## src/rtl/sm_exec_pkg.sv

```systemverilog
// ----------------------------------------------------------------------------
// sm_exec_pkg
// Shared types and codes for the stack machine execute step: opcodes,
// error codes, stack cell controls, divider request and sequencer states.
// ----------------------------------------------------------------------------
package sm_exec_pkg;

    // default sizes
    localparam int STACK_DEPTH_DEF = 16;
    localparam int MEM_WORDS_DEF   = 256;

    // opcodes
    localparam logic [7:0] OP_PUSH  = 8'h01;
    localparam logic [7:0] OP_STORE = 8'h02;
    localparam logic [7:0] OP_LOAD  = 8'h03;
    localparam logic [7:0] OP_LT    = 8'h04;
    localparam logic [7:0] OP_GT    = 8'h05;
    localparam logic [7:0] OP_LE    = 8'h06;
    localparam logic [7:0] OP_GE    = 8'h07;
    localparam logic [7:0] OP_EQ    = 8'h08;
    localparam logic [7:0] OP_NE    = 8'h09;
    localparam logic [7:0] OP_ADD   = 8'hA0;
    localparam logic [7:0] OP_SUB   = 8'hA1;
    localparam logic [7:0] OP_DIV   = 8'hA2;
    localparam logic [7:0] OP_MUL   = 8'hA3;
    localparam logic [7:0] OP_OUT   = 8'hA4;
    localparam logic [7:0] OP_JMP   = 8'hA6;
    localparam logic [7:0] OP_JE    = 8'hA7;
    localparam logic [7:0] OP_HALT  = 8'hFF;

    // error codes
    localparam logic [2:0] ERR_NONE      = 3'd0;
    localparam logic [2:0] ERR_OPCODE    = 3'd1;
    localparam logic [2:0] ERR_UNDER     = 3'd2;
    localparam logic [2:0] ERR_OVER      = 3'd3;
    localparam logic [2:0] ERR_DIVZ      = 3'd4;
    localparam logic [2:0] ERR_UNWRITTEN = 3'd5;
    localparam logic [2:0] ERR_ADDR      = 3'd6;

    // what one stack cell does this cycle
    typedef enum logic [1:0] {
        CELL_HOLD,
        CELL_FROM_UP,
        CELL_FROM_DOWN
    } cell_op_t;

    // divider request
    typedef struct packed {
        logic        start;
        logic [15:0] dividend;
        logic [15:0] divisor;
    } div_req_t;

    // sequencer states
    typedef enum logic [2:0] {
        S_CLEAR,
        S_IDLE,
        S_EXEC,
        S_POP2,
        S_LOAD,
        S_DIV
    } state_t;

endpackage

```

## src/rtl/sm_exec_cell.sv

```systemverilog
// ----------------------------------------------------------------------------
// sm_exec_cell
// One word of the operand stack; takes the word of its upper or lower
// neighbor, or holds.
// ----------------------------------------------------------------------------
module sm_exec_cell
    import sm_exec_pkg::*;
(
    input  logic        clk,
    input  cell_op_t    op,
    input  logic [15:0] from_up,
    input  logic [15:0] from_down,
    output logic [15:0] word
);

    logic [15:0] word_reg;
    logic [15:0] word_next;

    // neighbor select
    always_comb
    begin
        case (op)
            CELL_FROM_UP:   word_next = from_up;
            CELL_FROM_DOWN: word_next = from_down;
            default:        word_next = word_reg;
        endcase
    end

    // payload register
    always_ff @(posedge clk)
    begin
        word_reg <= word_next;
    end

    assign word = word_reg;

endmodule

```

## config.mk

```make
export PLATFORM = sky130hd
export DESIGN_NAME = sm_exec_cell
export DESIGN_NICKNAME = d
export VERILOG_FILES = /design/src/rtl/sm_exec_pkg.sv /design/src/rtl/sm_exec_cell.sv
export SDC_FILE = /design/constraint.sdc
export NUM_CORES = 1
export LEC_CHECK = 0
export BUFFER_PORTS_ARGS = -buffer_cell sky130_fd_sc_hd__buf_2
export CORE_MARGIN = 4
export CORE_UTILIZATION = 40
export CTS_CLUSTER_SIZE = 30
export DETAILED_ROUTE_END_ITERATION = 12
export PLACE_DENSITY = 0.74
export SYNTH_ARGS = -nofsm -noshare
export SYNTH_HDL_FRONTEND = slang
export SYNTH_SLANG_ARGS = --single-unit
export TNS_END_PERCENT = 100
```

## constraint.sdc

```tcl
create_clock -name clk -period 1.3 [get_ports clk]
set_input_delay 0.13 -clock clk [delete_from_list [all_inputs] [get_ports clk]]
set_output_delay 0.13 -clock clk [all_outputs]
set_load 0.05 [all_outputs]
```

==> results of run 1 <==
layer usage:
layer,vias to the layer above,wire (um),GRT usage
li1,254,-,-
met1,234,485,0.1082
met2,35,737,0.2082
met3,0,202,0.04665
met4,0,0,0.01310
met5,-,0,0
placed cells by master, fill, tap and decap left out:
master,instances
buf_12,1
buf_2,50
buf_4,3
clkbuf_4,3
clkinv_1,1
edfxtp_1,16
ha_1,1
inv_1,2
mux2_2,6
mux2_4,10
metrics by stage:
step / total power [mW] / hold slack, ns / utilization / cell area, um2 / cells
final: 1.412 / 0.1476 / 0.6122 / 1069 / 118
after global routing: 1.478 / 0.1327 / 0.6122 / 1069 / 118
after CTS: 1.427 / 0.1419 / 0.6122 / 1069 / 118
after detailed placement: 1.177 / 0.4330 / 0.5971 / 1042 / 114
after global placement: 1.170 / 0.4314 / 0.5971 / 1042 / 114
after floorplan: 1.041 / 0.3475 / - / 749.5 / 37
power by group:
| group | switching [mW] | leakage [nW] | internal, mW |
|---|---|---|---|
| registers | 0.0155 | 0.157 | 0.655 |
| logic | 0.339 | 0.336 | 0.150 |
| clock network | 0.142 | 0.0154 | 0.111 |
area by class of cell:
type / instances / share of cell area
Inverter: 2 / 0.007026
Clock inverter: 1 / 0.003513
Clock buffer: 3 / 0.02108
Multi-Input combinational cell: 17 / 0.2155
Timing Repair Buffer: 54 / 0.2740
Sequential cell: 16 / 0.4497
Tap cell: 25 / 0.02927
worst min path at each step:
| stage | endpoint | cells after the start |
|---|---|---|
| floorplan | word[10]$_DFFE_PP_ | 1 |
| global placement | word[7]$_DFFE_PP_ | 2 |
| detailed placement | word[5]$_DFFE_PP_ | 2 |
| CTS | word[5]$_DFFE_PP_ | 2 |
| global route | word[9]$_DFFE_PP_ | 2 |
| finish | word[5]$_DFFE_PP_ | 2 |
kinds of logic after synthesis:
family,share of synthesized area
muxes,0.2905
DFF,0.6411
buffers and inverters,0.05176
adders and majority gates,0.01669
==> impl_metrics.toml, run 1 <==
[outcome]
outcome = "complete, no violations"

[flow_run]
cap_violations = 0

[timing]
fin_crit_ns = 1.011
slew_violations = 0
clock.fmax_ghz = 0.9892
setup_violations = 0
finalHoldViolations = 0
final.period_utilization = 0.7776
relSlewSlack = 0.8300
tns_ns = 0
rsz0062_at_grt = "false"
final_critical_path_setup_slack_ns = 0.2891
worst_pin_slew_ns = 0.2568

[power]
leakagePower_nw = 0.5079
power_density_nw_per_um2 = 1322
ir_worst_vdd_mv = 0.6153

[critical_path]
worst-path-max-fanout = 1
start_kind = "flip-flop"
crit_buf_inv = 1
cpPeakStageDelay_ns = 0.38
crit_chain = "buf_2"
critical_path_cell_count = 1
crit_family = "flip-flops"
crit_slowest_cell = "edfxtp_1"
cp-end-kind = "primary output"
arrival_ns = 0.88
critPathLaunch = "word[9]$_DFFE_PP_"
crit_type = "reg -> out"
crit_end = "word[9]"
required_ns = 1.17

[logic_synthesis]
synth_area_um2 = 749.5
synth_seq_cells = 16
syn_inst = 37
syn-num-nets = 73
synth.largest_area_cell = "edfxtp_1"
yosysMostFrequentCell = "edfxtp_1"
yosysTopAreaCellShare = 0.6411
synth_cell_types = 7
synthArstFlopShare = 0
seq_area_frac_synth = 0.6411
synth.area.top_cells = "edfxtp_1, mux2_4, mux2_2"
synth_edf_count = 16
synth_commonest_cells = "edfxtp_1, mux2_4, mux2_2, inv_1"
syn_avg_cell_area_um2 = 20.26
yosys_warnings = 0
synthFlopType = "edfxtp_1"

[die]
io-pin-count = 51
initial_core_util = 0.4294
die_w_um = 51.29
core_area_um2 = 1745
rows = 15
die_area_um2 = 2630
dieHeight_um = 51.29

[global_route]
antenna_found_initial = 0
grt_pass1_vias = 516
grt_pass1_wl_um = 2104
track_usage = 0.1077
grt_max_degree = 11
grt.overflow.total = 0

[min_path]
hp-class = "in -> reg"
hp-start = "from_up[5]"

[finish]
drive_gt1_frac = 0.7849
multi_input_area_um2 = 230.2
nFillCells = 143
area_growth_pct = 42.57
fin_nets = 130
antenna_cells = 0
largest_reg_flops = 16
regArea_um2 = 480.5

[cts]
clkSlewWorstSetupHoldPaths_ns = 0.09
post_cts_buffers = 0
tritoncts = "done"
cts_buffer_depth = 2
cts_buffers = 3
cts_hold_buffers = 0
cts_sinks = 16
root_buffer = "clkbuf_4"
ctsHtreeMaxLevel = 1
cts_resized = 0

[detailed_routing]
via_per_inst = 4.432
routed-via-count = 523
first_pass_iters = 3
drtAntennaViolNets = 0
routed_wl_um = 1425
drt_iter0_drc = 9
wl_per_cell_um = 12.08
drc = 0

[placement]
gp_congestion = 0.6661
io_buffers = 50
dp_worst_setup_slack_ns = 0.002107
Power figures use the tool's default switching activity.
==> inputs of run 2 (changes only) <==
Settings changed: CORE_UTILIZATION 40 to 36, PLACE_DENSITY 0.74 to 0.7.
Clock period 1.3 ns to 0.89 ns, I/O delays scaled along.
==> impl_metrics.toml, run 2 (synthesis results as in run 1) <==
[placement]
place_area_um2 = 1086
dp_cells = 115
io_buffers = 50
gp_congestion = 0.6895

[power]
power_density_nw_per_um2 = 1846
power_mw = 2.231
swShare = 0.3353
seq_power_share = 0.455
p_clk_frac = 0.156
ir_worst_vdd_mv = 0.9315
p_int_mw = 1.483
leakagePower_nw = 0.5391
combPwrFrac = 0.389
p_switching_mw = 0.7482

[die]
die_area_um2 = 2876
dieHeight_um = 53.63
core_area_um2 = 1962
initial_core_util = 0.3820
io-pin-count = 51
rows = 16
die_w_um = 53.63

[finish]
mostFrequentLayoutCells = "buf_2, buf_6, edfxtp_1"
drive_gt1_frac = 0.8242
nFillCells = 172
fin_nets = 129
postLayoutCellArea_um2 = 1209
postLayoutCoreUtil = 0.6161
area_growth_pct = 61.27
largest_reg_flops = 16
antenna_cells = 0
final_common_cell = "buf_2"
layout.cells.non_filler = 118

[global_route]
met2_usage = 0.1980
use_met3 = 0.01939
grt_max_degree = 17
grt.overflow.total = 0
track_usage = 0.1161
grt_pass1_wl_um = 2214
grt_use_met1 = 0.1278
grt_pass1_vias = 498
antenna_found_initial = 0
busiest_layer = "met2"

[timing]
final_critical_path_setup_slack_ns = -0.06122
clock.fmax_ghz = 1.051
whs_ns = 0.1117
rsz0062_at_grt = "true"
relSlewSlack = 0.9282
finalHoldViolations = 0
slew_violations = 0
final.period_utilization = 1.069
fin_crit_ns = 0.9512
setup_violations = 16
worst_pin_slew_ns = 0.1077

[outcome]
violations = "setup timing"
outcome = "complete, but fails checks"

[critical_path]
worst-path-max-fanout = 1
crit_chain = "buf_6"
critPathLaunch = "word[10]$_DFFE_PP_"
crit_family = "flip-flops"
start_kind = "flip-flop"
cp-end-kind = "primary output"
crit_type = "reg -> out"
crit_buf_inv = 1
crit_slowest_cell = "edfxtp_1"
critical_path_cell_count = 1
crit_end = "word[10]"
cpPeakStageDelay_ns = 0.42
required_ns = 0.80
arrival_ns = 0.86

[detailed_routing]
drc = 0
wl_per_cell_um = 12.81
via_per_inst = 4.220
drtAntennaViolNets = 0
first_pass_iters = 3
routed_wl_um = 1512
drt_iter0_drc = 11
routed-via-count = 498

[min_path]
hold-path-cell-count = 2
hp-class = "in -> reg"

[cts]
root_buffer = "clkbuf_4"
clkSlewWorstSetupHoldPaths_ns = 0.08
cts_hold_buffers = 0
tritoncts = "done"
cts_sinks = 16
ctsHtreeMaxLevel = 1
cts_buffer_depth = 2
cts_buffers = 3

[flow_run]
cap_violations = 0
## run 2: cell count changes in the layout (fill, tap and decap cells not counted), sizes merged
cell      change
buf           -1
clkinv        -1
clkinvlp      +1
inv           -1
## run 2: worst min-delay path by stage
stage	slack, ns	end	startpoint
detailed placement	0.39	word[7]$_DFFE_PP_	from_down[7]
global route	0.09	word[4]$_DFFE_PP_	from_down[4]
global placement	0.39	word[13]$_DFFE_PP_	from_down[13]
floorplan	0.31	word[10]$_DFFE_PP_	from_down[10]
CTS	0.10	word[9]$_DFFE_PP_	from_up[9]
finish	0.11	word[7]$_DFFE_PP_	from_down[7]
## run 2: repair_timing
item / in CTS / in global routing
pin swaps: 0 / 0
setup buffers: 0 / 0
gates resized for setup: 32 / 0
gates cloned: 0 / 0
endpoints found under the setup margin: 16 / 16
## run 2: cell type report
| class | count | area [um2] | area share |
|---|---|---|---|
| flip-flops and latches | 16 | 480.5 | 0.3975 |
| repair buffers | 53 | 410.4 | 0.3395 |
| multi-input cells | 17 | 242.7 | 0.2008 |
| well taps | 27 | 33.78 | 0.02795 |
| clock buffers | 3 | 22.52 | 0.01863 |
| inverters | 2 | 18.77 | 0.01553 |
## run 2: per-stage QoR
step | TNS (ns) | worst slack [ns]
3_5_place_dp | -5.385 | -0.2360
6_report | -0.4798 | -0.06122
3_3_place_gp | -5.203 | -0.2249
5_1_grt | -1.247 | -0.1112
2_1_floorplan | -1.870 | -0.1530
4_1_cts | -0.6896 | -0.07266
## run 2: metal layers
metal,up-vias,wire [um]
met1,226,542
met4,0,33
met5,-,0
met3,2,91
li1,249,-
met2,21,845
## run 2: power groups by stage
stage	combinational, mW	sequential (mW)	clock [mW]
after floorplan	0.146	1.39	0
after global placement	0.744	0.999	0
after detailed placement	0.749	1.01	0
after CTS	0.873	1.02	0.364
after global routing	0.904	1.03	0.410
final	0.868	1.01	0.349
==> inputs of run 3 (changes only) <==
Settings changed: CAP_MARGIN set to 20, CORE_UTILIZATION 36 to 30, PLACE_DENSITY 0.7 to 0.59, SETUP_SLACK_MARGIN set to 0.2.
==> impl_metrics.toml, run 3 (synthesis results as in run 1) <==
[finish]
drive_gt1_frac = 0.8172
area_growth_pct = 71.45
fin_nets = 130
antenna_cells = 0
final_common_cell = "buf_2"
nFillCells = 192
multi_input_area_um2 = 265.3
postLayoutCoreUtil = 0.5594
largest_reg_flops = 16
mostFrequentLayoutCells = "buf_2, buf_6, mux2_4, edfxtp_1"
regArea_um2 = 480.5
postLayoutCellArea_um2 = 1285

[cts]
tritoncts = "done"
cts_buffers = 3
cts_buffer_depth = 2
ctsHtreeMaxLevel = 1
root_buffer = "clkbuf_4"
cts_sinks = 16
clkSlewWorstSetupHoldPaths_ns = 0.09
cts_hold_buffers = 0

[timing]
clock.fmax_ghz = 1.066
finalHoldViolations = 0
rsz0062_at_grt = "true"
tns_ns = -0.5772
slew_violations = 0
relSlewSlack = 0.9235
final_critical_path_setup_slack_ns = -0.04840
fin_crit_ns = 0.9384
setup_violations = 16
worst_pin_slew_ns = 0.1152
final.period_utilization = 1.054

[global_route]
grt_max_degree = 17
grt_pass1_wl_um = 2559
grt.overflow.total = 0
track_usage = 0.1024
busiest_layer = "met2"
met2_usage = 0.1855
grt_use_met1 = 0.1062
antenna_found_initial = 0
grt_pass1_vias = 573
use_met3 = 0.03786

[critical_path]
crit_family = "flip-flops"
crit_buf_inv = 1
arrival_ns = 0.85
crit_slowest_cell = "edfxtp_1"
required_ns = 0.80
crit_type = "reg -> out"
cpPeakStageDelay_ns = 0.40
cp-end-kind = "primary output"
start_kind = "flip-flop"
worst-path-max-fanout = 1
crit_chain = "buf_6"

[detailed_routing]
wl_per_cell_um = 13.25
via_per_inst = 4.355
drt_iter0_drc = 9
first_pass_iters = 2
drtAntennaViolNets = 0
routed_wl_um = 1603
routed-via-count = 527
drc = 0

[outcome]
violations = "setup timing"
outcome = "complete, but fails checks"

[min_path]
hold-path-cell-count = 2
hp-class = "in -> reg"
hp-start = "from_down[9]"
worstHoldEndpoint = "word[9]$_DFFE_PP_"

[die]
rows = 17
core_area_um2 = 2297
io-pin-count = 51
initial_core_util = 0.3263
die_area_um2 = 3362
dieHeight_um = 57.98
die_w_um = 57.98

[placement]
io_buffers = 50
dp_worst_setup_slack_ns = -0.2368
place_area_um2 = 1087
gp_congestion = 0.6473

[power]
ir_worst_vdd_mv = 0.8285
power_mw = 2.302
power_density_nw_per_um2 = 1792
leakagePower_nw = 0.5817

[flow_run]
cap_violations = 0
[run 3: cell types whose count changed in the layout (fill, tap and decap cells not counted), sizes merged]
cell / previous run / this run
clkinv: 0 / 2
inv: 1 / 0
buf: 53 / 54
[run 3: per-stage QoR]
step	instances	hold WS, ns
after CTS	121	0.08820
after global placement	116	0.3908
after floorplan	37	0.3065
final	121	0.1018
after detailed placement	116	0.3928
after global routing	121	0.08434
[run 3: worst max path at each step]
stage,startpoint,to,cells after the start
after floorplan,op[0],word[10]$_DFFE_PP_,5
after CTS,word[4]$_DFFE_PP_,word[4],1
final,word[9]$_DFFE_PP_,word[9],1
after global routing,word[2]$_DFFE_PP_,word[2],1
after detailed placement,op[0],word[12]$_DFFE_PP_,5
after global placement,op[0],word[10]$_DFFE_PP_,5
[run 3: routing by layer]
metal	vias to the layer above	wire (um)	part of all wire
li1	253	-	-
met1	248	513	0.32
met2	26	915	0.57
met3	0	174	0.11
met4	0	0	0
met5	-	0	0
[run 3: power breakdown]
group | internal (mW) | switching, mW | total (mW)
clock network | 0.162 | 0.220 | 0.383
registers | 0.960 | 0.0487 | 1.01
logic | 0.399 | 0.512 | 0.911
[run 3: timing repair]
action                     4_1_cts  5_1_grt
cloned                           1        0
setup endpoints to repair       39       32
buffers inserted                 0        0
resized for setup               43        1
[run 3: layout make-up]
class	count	area share
clock inverter	1	0.002921
sequential	16	0.3739
clock buffer	3	0.01753
multi-input combinational	17	0.2064
timing repair buffer	54	0.3535
tap	28	0.02726
inverter	2	0.01850
