[config.mk]
export PLATFORM = sky130hd
export DESIGN_NAME = sm_exec_div
export DESIGN_NICKNAME = d
export VERILOG_FILES = /design/src/rtl/sm_exec_pkg.sv /design/src/rtl/sm_exec_div.sv
export SDC_FILE = /design/constraint.sdc
export NUM_CORES = 1
export LEC_CHECK = 0
export BUFFER_PORTS_ARGS = -buffer_cell sky130_fd_sc_hd__buf_2
export CAP_MARGIN = 20
export CELL_PAD_IN_SITES_DETAIL_PLACEMENT = 0
export CELL_PAD_IN_SITES_GLOBAL_PLACEMENT = 1
export CORE_ASPECT_RATIO = 1.4
export CORE_UTILIZATION = 48
export DETAILED_ROUTE_END_ITERATION = 10
export GPL_ROUTABILITY_DRIVEN = 1
export PLACE_DENSITY_LB_ADDON = 0.1
export REMOVE_ABC_BUFFERS = 1
export SLEW_MARGIN = 20
export SYNTH_ARGS = -nofsm -noshare
export SYNTH_HDL_FRONTEND = slang
export SYNTH_SLANG_ARGS = --single-unit
[constraint.sdc]
create_clock -name clk -period 4.1 [get_ports clk]
set_input_delay 0.205 -clock clk [delete_from_list [all_inputs] [get_ports clk]]
set_output_delay 0.205 -clock clk [all_outputs]
set_load 0.1 [all_outputs]
[src/rtl/sm_exec_pkg.sv]
// ----------------------------------------------------------------------------
// sm_exec_pkg
// Shared types and codes for the stack machine execute step: opcodes,
// error codes, stack cell controls, divider request and sequencer states.
// ----------------------------------------------------------------------------
package sm_exec_pkg;

    // default sizes
    localparam int STACK_DEPTH_DEF = 16;
    localparam int MEM_WORDS_DEF   = 256;

    // opcodes
    localparam logic [7:0] OP_PUSH  = 8'h01;
    localparam logic [7:0] OP_STORE = 8'h02;
    localparam logic [7:0] OP_LOAD  = 8'h03;
    localparam logic [7:0] OP_LT    = 8'h04;
    localparam logic [7:0] OP_GT    = 8'h05;
    localparam logic [7:0] OP_LE    = 8'h06;
    localparam logic [7:0] OP_GE    = 8'h07;
    localparam logic [7:0] OP_EQ    = 8'h08;
    localparam logic [7:0] OP_NE    = 8'h09;
    localparam logic [7:0] OP_ADD   = 8'hA0;
    localparam logic [7:0] OP_SUB   = 8'hA1;
    localparam logic [7:0] OP_DIV   = 8'hA2;
    localparam logic [7:0] OP_MUL   = 8'hA3;
    localparam logic [7:0] OP_OUT   = 8'hA4;
    localparam logic [7:0] OP_JMP   = 8'hA6;
    localparam logic [7:0] OP_JE    = 8'hA7;
    localparam logic [7:0] OP_HALT  = 8'hFF;

    // error codes
    localparam logic [2:0] ERR_NONE      = 3'd0;
    localparam logic [2:0] ERR_OPCODE    = 3'd1;
    localparam logic [2:0] ERR_UNDER     = 3'd2;
    localparam logic [2:0] ERR_OVER      = 3'd3;
    localparam logic [2:0] ERR_DIVZ      = 3'd4;
    localparam logic [2:0] ERR_UNWRITTEN = 3'd5;
    localparam logic [2:0] ERR_ADDR      = 3'd6;

    // what one stack cell does this cycle
    typedef enum logic [1:0] {
        CELL_HOLD,
        CELL_FROM_UP,
        CELL_FROM_DOWN
    } cell_op_t;

    // divider request
    typedef struct packed {
        logic        start;
        logic [15:0] dividend;
        logic [15:0] divisor;
    } div_req_t;

    // sequencer states
    typedef enum logic [2:0] {
        S_CLEAR,
        S_IDLE,
        S_EXEC,
        S_POP2,
        S_LOAD,
        S_DIV
    } state_t;

endpackage

[src/rtl/sm_exec_div.sv]
// ----------------------------------------------------------------------------
// sm_exec_div
// Signed 16-bit truncating divider, one quotient bit per cycle.
// ----------------------------------------------------------------------------
module sm_exec_div
    import sm_exec_pkg::*;
(
    input  logic        clk,
    input  logic        rst_n,
    input  div_req_t    req,
    output logic        busy,
    output logic [15:0] quotient
);

    logic        busy_reg, busy_next;
    logic [4:0]  cnt_reg, cnt_next;
    logic [15:0] rem_reg, rem_next;
    logic [15:0] quo_reg, quo_next;
    logic [15:0] dsr_reg, dsr_next;
    logic        neg_reg, neg_next;
    logic [17:0] trial;

    // restoring step
    always_comb
    begin
        busy_next = busy_reg;
        cnt_next  = cnt_reg;
        rem_next  = rem_reg;
        quo_next  = quo_reg;
        dsr_next  = dsr_reg;
        neg_next  = neg_reg;
        trial     = {1'b0, rem_reg, quo_reg[15]} - {2'b00, dsr_reg};
        if (req.start)
        begin
            busy_next = 1'b1;
            cnt_next  = 5'd16;
            rem_next  = '0;
            quo_next  = req.dividend[15] ? (16'd0 - req.dividend) : req.dividend;
            dsr_next  = req.divisor[15] ? (16'd0 - req.divisor) : req.divisor;
            neg_next  = req.dividend[15] ^ req.divisor[15];
        end
        else if (busy_reg)
        begin
            if (!trial[17])
            begin
                rem_next = trial[15:0];
                quo_next = {quo_reg[14:0], 1'b1};
            end
            else
            begin
                rem_next = {rem_reg[14:0], quo_reg[15]};
                quo_next = {quo_reg[14:0], 1'b0};
            end
            cnt_next = cnt_reg - 5'd1;
            if (cnt_reg == 5'd1)
            begin
                busy_next = 1'b0;
            end
        end
    end

    // control registers
    always_ff @(posedge clk or negedge rst_n)
    begin
        if (!rst_n)
        begin
            busy_reg <= 1'b0;
            cnt_reg  <= '0;
        end
        else
        begin
            busy_reg <= busy_next;
            cnt_reg  <= cnt_next;
        end
    end

    // datapath registers
    always_ff @(posedge clk)
    begin
        rem_reg <= rem_next;
        quo_reg <= quo_next;
        dsr_reg <= dsr_next;
        neg_reg <= neg_next;
    end

    assign busy     = busy_reg;
    assign quotient = neg_reg ? (16'd0 - quo_reg) : quo_reg;

endmodule

==> results of run 1 <==
what timing repair did:
item,4_1_cts,5_1_grt
gates resized for setup,0,0
hold endpoints to repair,6,0
setup endpoints to repair,0,0
hold buffers,1,0
power by group:
part / internal (mW) / switching [mW] / total (mW)
registers: 0.715 / 0.114 / 0.829
logic: 0.442 / 0.904 / 1.35
clock network: 0.283 / 0.203 / 0.486
cell type report:
cell class,instances,area [um^2]
fill,797,3650
multi-input combinational,359,2390
sequential,55,1460
inverter,29,109
timing repair buffer,55,288
clock inverter,1,8.76
tap,102,128
clock buffer,7,164
cells by family (layout without fill, tap and decap cells):
| kind of cell | after synthesis | count (layout) |
|---|---|---|
| DFF | 55 | 55 |
| buffers and inverters | 51 | 92 |
| AOI/OAI and AO/OA | 121 | 121 |
| muxes | 4 | 4 |
| adders and majority gates | 22 | 22 |
| and+or+nand+nor | 160 | 160 |
| xor gates and xnor gates | 52 | 52 |
stage by stage:
stage,cells,cell area [um^2],worst slack (ns)
6_report,608,4540,1.25
5_1_grt,608,4540,1.02
4_1_cts,608,4540,1.20
3_5_place_dp,599,4360,1.39
3_3_place_gp,599,4360,1.45
2_1_floorplan,443,3960,0.576
critical path: stages (launching register included):
cell	delay, ns
edfxtp_1	0.44
inv_1	0.11
ha_1	0.17
nand2b_1	0.07
or4_1	0.46
nor2_1	0.12
nand2_1	0.10
o31ai_1	0.26
xnor2_1	0.16
buf_2	0.45
cells in the final DEF, fill, tap and decap left out, types with 4 or more instances in the layout:
master	synthesis	routed
dfrtp_1	6	6
o21ai_1	4	4
nand2_1	41	41
a21oi_1	29	29
or4_1	5	5
xnor2_1	36	36
a31oi_1	4	4
o21ai_0	25	25
o211ai_1	5	5
nor2_1	47	47
a311oi_1	11	11
nor3_1	7	7
dfxtp_1	16	16
inv_1	29	29
xor2_1	16	16
edfxtp_1	33	33
ha_1	21	21
o41ai_1	5	5
nand2b_1	9	9
or3_1	7	7
a21o_1	7	7
nand3_1	17	17
o31ai_1	11	11
clkbuf_16	0	6
nor4_1	4	4
buf_2	2	51
how the worst max path moves through the flow:
stage	startpoint	to	slack, ns	depth (start not counted)
final	quo_reg[1]$_DFFE_PP_	quotient[12]	1.25	9
after global routing	quo_reg[1]$_DFFE_PP_	quotient[12]	1.02	9
after CTS	quo_reg[1]$_DFFE_PP_	quotient[12]	1.20	9
after detailed placement	quo_reg[15]$_DFFE_PP_	rem_reg[10]$_SDFFE_PP0P_	1.39	10
after global placement	quo_reg[15]$_DFFE_PP_	rem_reg[10]$_SDFFE_PP0P_	1.45	10
after floorplan	quo_reg[0]$_DFFE_PP_	quotient[14]	0.58	8
per-layer routing:
metal  track usage, %  vias to the layer above  routed length [um]
met3             2.55                        9                 195
met5                0                        -                   0
met2             39.0                       53                4750
li1                 -                     1762                   -
met1             27.8                     1660                4110
met4             5.60                        0                 142
==> summary.txt, run 1 <==
Status: finished clean
Largest cells by area after synthesis: edfxtp_1 24%, dfxtp_1 7.9%, xnor2_1 7.8%
Clk slew on worst S/H paths: 0.07 ns
Final Util: 55.4%
Mux share of post-synthesis cell area: 1.02%
Simple-Gate Fraction of Synth Area: 19.3%
Max Freq: 351 MHz
Yosys reg bits: 55
Site Rows: 39
Initial core utilization: 49.6%
Lkg Pwr: 1.86 nW
N_diodes: 0
Register area share after synthesis: 35.9%
Post-route antenna net violation count: 0
Worst-Margin Slew: 0.885 ns
CP Launch Type: register
Synth Area in XOR/XNOR: 11.2%
Post-Syn Instances: 465
Yosys top cell by area: edfxtp_1
Crit end category: output pin
Post-synthesis cell area: 4070 um^2
Drt first pass iters: 4
Unique masters post-synth: 57
Final Setup Violations: 0
Fin crit share: 69.5%
Post-Synth Adder-Cell Area: 6.95%
Crit path DAT: 2.64 ns
Slew headroom: 41.0%
Final #Nets: 562
Hold Path Class: primary input to register
Synth warnings: 0
CTS root buffer: clkbuf_16
HPWL after detailed placement: 6.84 mm
Share of async-settable or async-resettable flops after synthesis: 10.9%
Vias per Instance: 5.73
Core area: 8200 um^2
Hold Fails Final Rpt: 0
Share of Yosys cell area claimed by the top area cell type: 24.4%
Main synth FF type: edfxtp_1
Full die area: 8850 um^2
Vias post-DR: 3,484
R2R depth: 10
GPL Wtd Cong: 0.820
Flop2flop setup slack: 1.35 ns
H-tree lvl count: 2
Grt ovf: 0
Clk_skew: 0.00876 ns
Die X: 79.8 um
VDD IR max: 0.629 mV
Vias in the first global route: 3,336
PD cells: 586 nW/um^2
WHS: 0.136 ns
Port Buffer Count: 51
Setup Buffers After CTS: 0
Number of buffers created by CTS: 5
Worst R2R Start: quo_reg[15]$_DFFE_PP_
I/O pin total: 52
Wire length per cell: 15.1 um
RSZ-0062 raised after global routing: no
# DRC: 0
Total power: 2.66 mW
Synth cell count leaders: 47 x nor2_1, 41 x nand2_1, 36 x xnor2_1
Setup TNS: 0 ns
Largest family of logic cells by synthesized area: compound AO/OA/AOI/OAI gates
Syn avg cell area: 8.75 um^2
R2R Path End: rem_reg[8]$_SDFFE_PP0P_
First-pass GRT wire length: 15.6 mm
MaxCap Viol Count: 0
Die Y: 111 um
Initial drt markers: 167
Worst-skew pair later-pin latency: 0.30 ns
Largest net degree at the start of global routing: 46
CTS tree: yes
Crit-path max FO: 4
WS Path Type: register to output pin
Hold Path Depth: 1
Area growth from synthesis to layout: 11.7%
Global Route Usage Sum: 22.0%
Required time of the critical path: 3.89 ns
WHS Endpoint: dsr_reg[0]$_DFFE_PP_
Crit path time final: 2.85 ns
Count leader, synth: nor2_1
Worst-case clock buffer depth: 2
CTS Sinks: 55
Layout cell share with drive strength beyond 1: 14.8%
Hold Startpoint: req[0]
Number of synthesized flops with an enable pin: 33
Max Slew Vio Count: 0
Final wirelength: 9.19 mm
Compound-Gate Fraction of Synth Area: 20.1%
Initial antenna violation count: 0
No activity file was read; power rests on OpenSTA's default activity.
==> inputs of run 2 (changes only) <==
--- a/config.mk
+++ b/config.mk
@@ -5,12 +5,13 @@
 export SDC_FILE = /design/constraint.sdc
 export NUM_CORES = 1
 export LEC_CHECK = 0
+export ABC_AREA = 1
 export BUFFER_PORTS_ARGS = -buffer_cell sky130_fd_sc_hd__buf_2
 export CAP_MARGIN = 20
 export CELL_PAD_IN_SITES_DETAIL_PLACEMENT = 0
 export CELL_PAD_IN_SITES_GLOBAL_PLACEMENT = 1
 export CORE_ASPECT_RATIO = 1.4
-export CORE_UTILIZATION = 48
+export CORE_UTILIZATION = 43
 export DETAILED_ROUTE_END_ITERATION = 10
 export GPL_ROUTABILITY_DRIVEN = 1
 export PLACE_DENSITY_LB_ADDON = 0.1
==> constraint.sdc (replaced) <==
create_clock -name clk -period 2.82 [get_ports clk]
set_input_delay 0.141 -clock clk [delete_from_list [all_inputs] [get_ports clk]]
set_output_delay 0.141 -clock clk [all_outputs]
set_load 0.1 [all_outputs]
==> run 2 against run 1 <==
Against the previous run: highest routed layer unchanged; die area grew 18%; clock skew shrank 0.0017 ns; sequential power grew 42%; critical path depth is the same; worst setup slack lost 1.0 ns; largest cell class unchanged; utilization shrank 5.9 points; combinational power grew 84%; critical path type unchanged; final area grew 7.3%; clock-buffer cell count is the same.
==> summary.txt, run 2 <==
Share of Yosys cell area claimed by the top area cell type: 22.9% (was 24.4%)
Register area share after synthesis: 33.7% (was 35.9%)
Initial core utilization: 44.0% (was 49.6%)
RSZ-0062 raised after global routing: no (unchanged)
Required time of the critical path: 2.68 ns (was 3.89 ns)
Clock power share: 15.3% (was 18.3%)
CTS Sinks: 55 (unchanged)
Non-Filler Instances: 805 (was 608)
Worst path max stage delay: 0.47 ns (was 0.46 ns)
Max Slew Vio Count: 0 (unchanged)
Die X: 86.8 um (was 79.8 um)
Final wirelength: 10.5 mm (was 9.19 mm)
CP max stage cell: nor4_1 (was or4_1)
R2R Path End: quo_reg[0]$_DFFE_PP_ (was rem_reg[8]$_SDFFE_PP0P_)
Placed instance count: 796 (was 599)
Switching power: 2.14 mW (was 1.22 mW)
CP Launch Type: register (unchanged)
Clk_skew: 0.00710 ns (was 0.00876 ns)
Post-Synth Adder-Cell Area: 6.53% (was 6.95%)
Flop2flop setup slack: 0.70 ns (was 1.35 ns)
R2R depth: 12 (was 10)
WHS Endpoint: dsr_reg[0]$_DFFE_PP_ (unchanged)
H-tree lvl count: 2 (unchanged)
Hold Path Class: primary input to register (unchanged)
Hold Path Depth: 1 (unchanged)
Number of buffers created by CTS: 5 (unchanged)
Compound-Gate Fraction of Synth Area: 8.35% (was 20.1%)
WS Path Type: register to output pin (unchanged)
Crit-path cells: inv_1, ha_1, nand4_1, nor4_1, nand3_1, nand2_1, nand2_1, nand2_1, buf_2 (was inv_1, ha_1, nand2b_1, or4_1, nor2_1, nand2_1, o31ai_1, xnor2_1, buf_2)
Wire length per cell: 13.1 um (was 15.1 um)
Fin crit share: 91.7%
I/O pin total: 52 (unchanged)
Commonest non-fill, non-tap cell in the layout: nand2_1 (was buf_2)
Max Freq: 387 MHz
Most frequent cells in the layout: 173 x nand2_1, 109 x inv_1, 67 x nand3_1, 51 x buf_2, 38 x nor2_1 (was 51 x buf_2, 47 x nor2_1, 41 x nand2_1, 36 x xnor2_1, 33 x edfxtp_1)
Post-synthesis cell area: 4330 um^2 (was 4070 um^2)
WHS: 0.0346 ns (was 0.136 ns)
Clk slew on worst S/H paths: 0.07 ns (about the same)
Site Rows: 43 (was 39)
Largest net degree at the start of global routing: 33 (was 46)
Lkg Pwr: 2.53 nW (was 1.86 nW)
Crit end category: output pin (unchanged)
Hold Fails Final Rpt: 0 (unchanged)
Synth cell count leaders: 173 x nand2_1, 109 x inv_1, 67 x nand3_1 (was 47 x nor2_1, 41 x nand2_1, 36 x xnor2_1)
Crit-path max FO: 3 (was 4)
Total power: 4.34 mW (was 2.66 mW)
Main synth FF type: edfxtp_1 (unchanged)
Area growth from synthesis to layout: 12.6% (was 11.7%)
Initial antenna violation count: 0 (unchanged)
# DRC: 0 (unchanged)
PD cells: 890 nW/um^2 (was 586 nW/um^2)
Synth warnings: 0 (unchanged)
Port Buffer Count: 51 (unchanged)
GPL Wtd Cong: 0.781 (was 0.820)
Drt first pass iters: 5 (was 4)
Largest cells by area after synthesis: edfxtp_1 23%, nand2_1 15%, inv_1 9.4% (was edfxtp_1 24%, dfxtp_1 7.9%, xnor2_1 7.8%)
Worst-Margin Slew: 0.820 ns (was 0.885 ns)
Hold Startpoint: req[0] (unchanged)
Worst-skew pair later-pin latency: 0.29 ns (was 0.30 ns)
Status: finished clean (unchanged)
MaxCap Viol Count: 0 (unchanged)
VDD IR max: 0.335 mV (was 0.629 mV)
Simple-Gate Fraction of Synth Area: 32.7% (was 19.3%)
Global Route Usage Sum: 21.7% (was 22.0%)
Largest family of logic cells by synthesized area: simple AND/OR/NAND/NOR gates (was compound AO/OA/AOI/OAI gates)
Core area: 9850 um^2 (was 8200 um^2)
N_diodes: 0 (unchanged)
Worst R2R Start: dsr_reg[7]$_DFFE_PP_ (was quo_reg[15]$_DFFE_PP_)
Crit path time final: 2.59 ns
Syn avg cell area: 7.01 um^2 (was 8.75 um^2)
Yosys top cell by area: edfxtp_1 (unchanged)
Yosys reg bits: 55 (unchanged)
Count leader, synth: nand2_1 (was nor2_1)
Initial drt markers: 114 (was 167)
Internal Power: 2.20 mW (was 1.44 mW)
CTS tree: yes (unchanged)
Grt ovf: 0 (unchanged)
Crit path DAT: 2.45 ns (was 2.64 ns)
Vias in the first global route: 3,812 (was 3,336)
Post-route antenna net violation count: 0 (unchanged)
Gate power share: 57.5% (was 50.6%)
Share of async-settable or async-resettable flops after synthesis: 10.9% (unchanged)
Number of synthesized flops with an enable pin: 33 (unchanged)
Setup TNS: 0 ns (unchanged)
Final Setup Violations: 0 (unchanged)
Vias per Instance: 4.95 (was 5.73)
Synth Area in XOR/XNOR: 7.28% (was 11.2%)
Full die area: 10,500 um^2 (was 8850 um^2)
Vias post-DR: 3,986 (was 3,484)
Mux share of post-synthesis cell area: 0% (was 1.02%)
CP most frequent cell: nand2_1
Sequential share of power: 27.2% (was 31.2%)
Final #Nets: 726 (was 562)
Worst-case clock buffer depth: 2 (unchanged)
Layout cell share with drive strength beyond 1: 11.6% (was 14.8%)
Switching Share: 49.3% (was 45.9%)
Die Y: 121 um (was 111 um)
First-pass GRT wire length: 17.6 mm (was 15.6 mm)
Post-Syn Instances: 618 (was 465)
Unique masters post-synth: 37 (was 57)
CTS root buffer: clkbuf_16 (unchanged)
Slew headroom: 45.3% (was 41.0%)
HPWL after detailed placement: 8.56 mm (was 6.84 mm)
[run 2: changes by cell type in the layout (fill, tap and decap cells not counted), sizes merged, moves of 8 or more]
| cell | delta |
|---|---|
| nor2 | -8 |
| nand2 | +137 |
| nand3 | +52 |
| o31ai | -9 |
| inv | +80 |
| nand2b | -9 |
| xnor2 | -26 |
| a21oi | -9 |
| a311oi | -13 |
| nand4 | +8 |
| xor2 | +10 |
[run 2: cell type report]
class / instances / area, um^2
repair buffers: 57 / 303
multi-input cells: 441 / 2380
clock inverters: 1 / 6.26
inverters: 109 / 409
flip-flops and latches: 55 / 1460
clock buffers: 7 / 153
fillers: 1029 / 4970
well taps: 135 / 169
[run 2: kinds of logic after synthesis]
logic type / after synthesis
buffers and inverters: 122
AO/OA/AOI/OAI: 65
XOR/XNOR: 36
AND/OR/NAND/NOR: 318
flip-flops: 55
adder cells (fa/ha/maj): 22
[run 2: metal layers]
layer | track usage (%) | share of wire [%]
met2 | 41.4 | 55
met4 | 7.19 | 2.2
met3 | 3.21 | 2.6
met5 | 0 | 0
met1 | 24.0 | 40
[run 2: critical path: cells and delay by family, from the launching register on]
| family | cells | cell delay [ns] |
|---|---|---|
| simple gates | 6 | 1.03 |
| buf+inv | 2 | 0.52 |
| flops | 1 | 0.39 |
| fa+ha+maj | 1 | 0.20 |
[run 2: through the flow]
stage	setup WS, ns	area [um^2]	utilization, %
6_report	0.234	4880	49.5
5_1_grt	0.0199	4880	49.5
4_1_cts	0.196	4880	49.5
3_5_place_dp	0.545	4710	47.8
3_3_place_gp	0.585	4710	47.8
2_1_floorplan	-0.533	4250	-
[run 2: power groups by stage]
stage	logic (mW)	clock network (mW)	registers, mW
2_1_floorplan	1.94	0	1.20
3_3_place_gp	2.49	0	1.19
3_5_place_dp	2.50	0	1.20
4_1_cts	2.52	0.686	1.18
5_1_grt	2.78	0.712	1.21
6_report	2.49	0.663	1.18
[run 2: timing repair]
action,4_1_cts,5_1_grt
gates resized for setup,0,0
hold buffers,1,0
endpoints found under the hold margin,6,0
buffers inserted,0,0
setup endpoints to repair,0,0
[run 2: worst max-delay path by stage]
stage                     cells past startpoint            startpoint            to
after floorplan                               7  quo_reg[0]$_DFFE_PP_  quotient[10]
after global placement                        9  quo_reg[0]$_DFFE_PP_  quotient[12]
after detailed placement                      9  quo_reg[1]$_DFFE_PP_  quotient[12]
after CTS                                     9  quo_reg[1]$_DFFE_PP_  quotient[12]
after global routing                          9  quo_reg[1]$_DFFE_PP_  quotient[14]
final                                         9  quo_reg[1]$_DFFE_PP_  quotient[12]
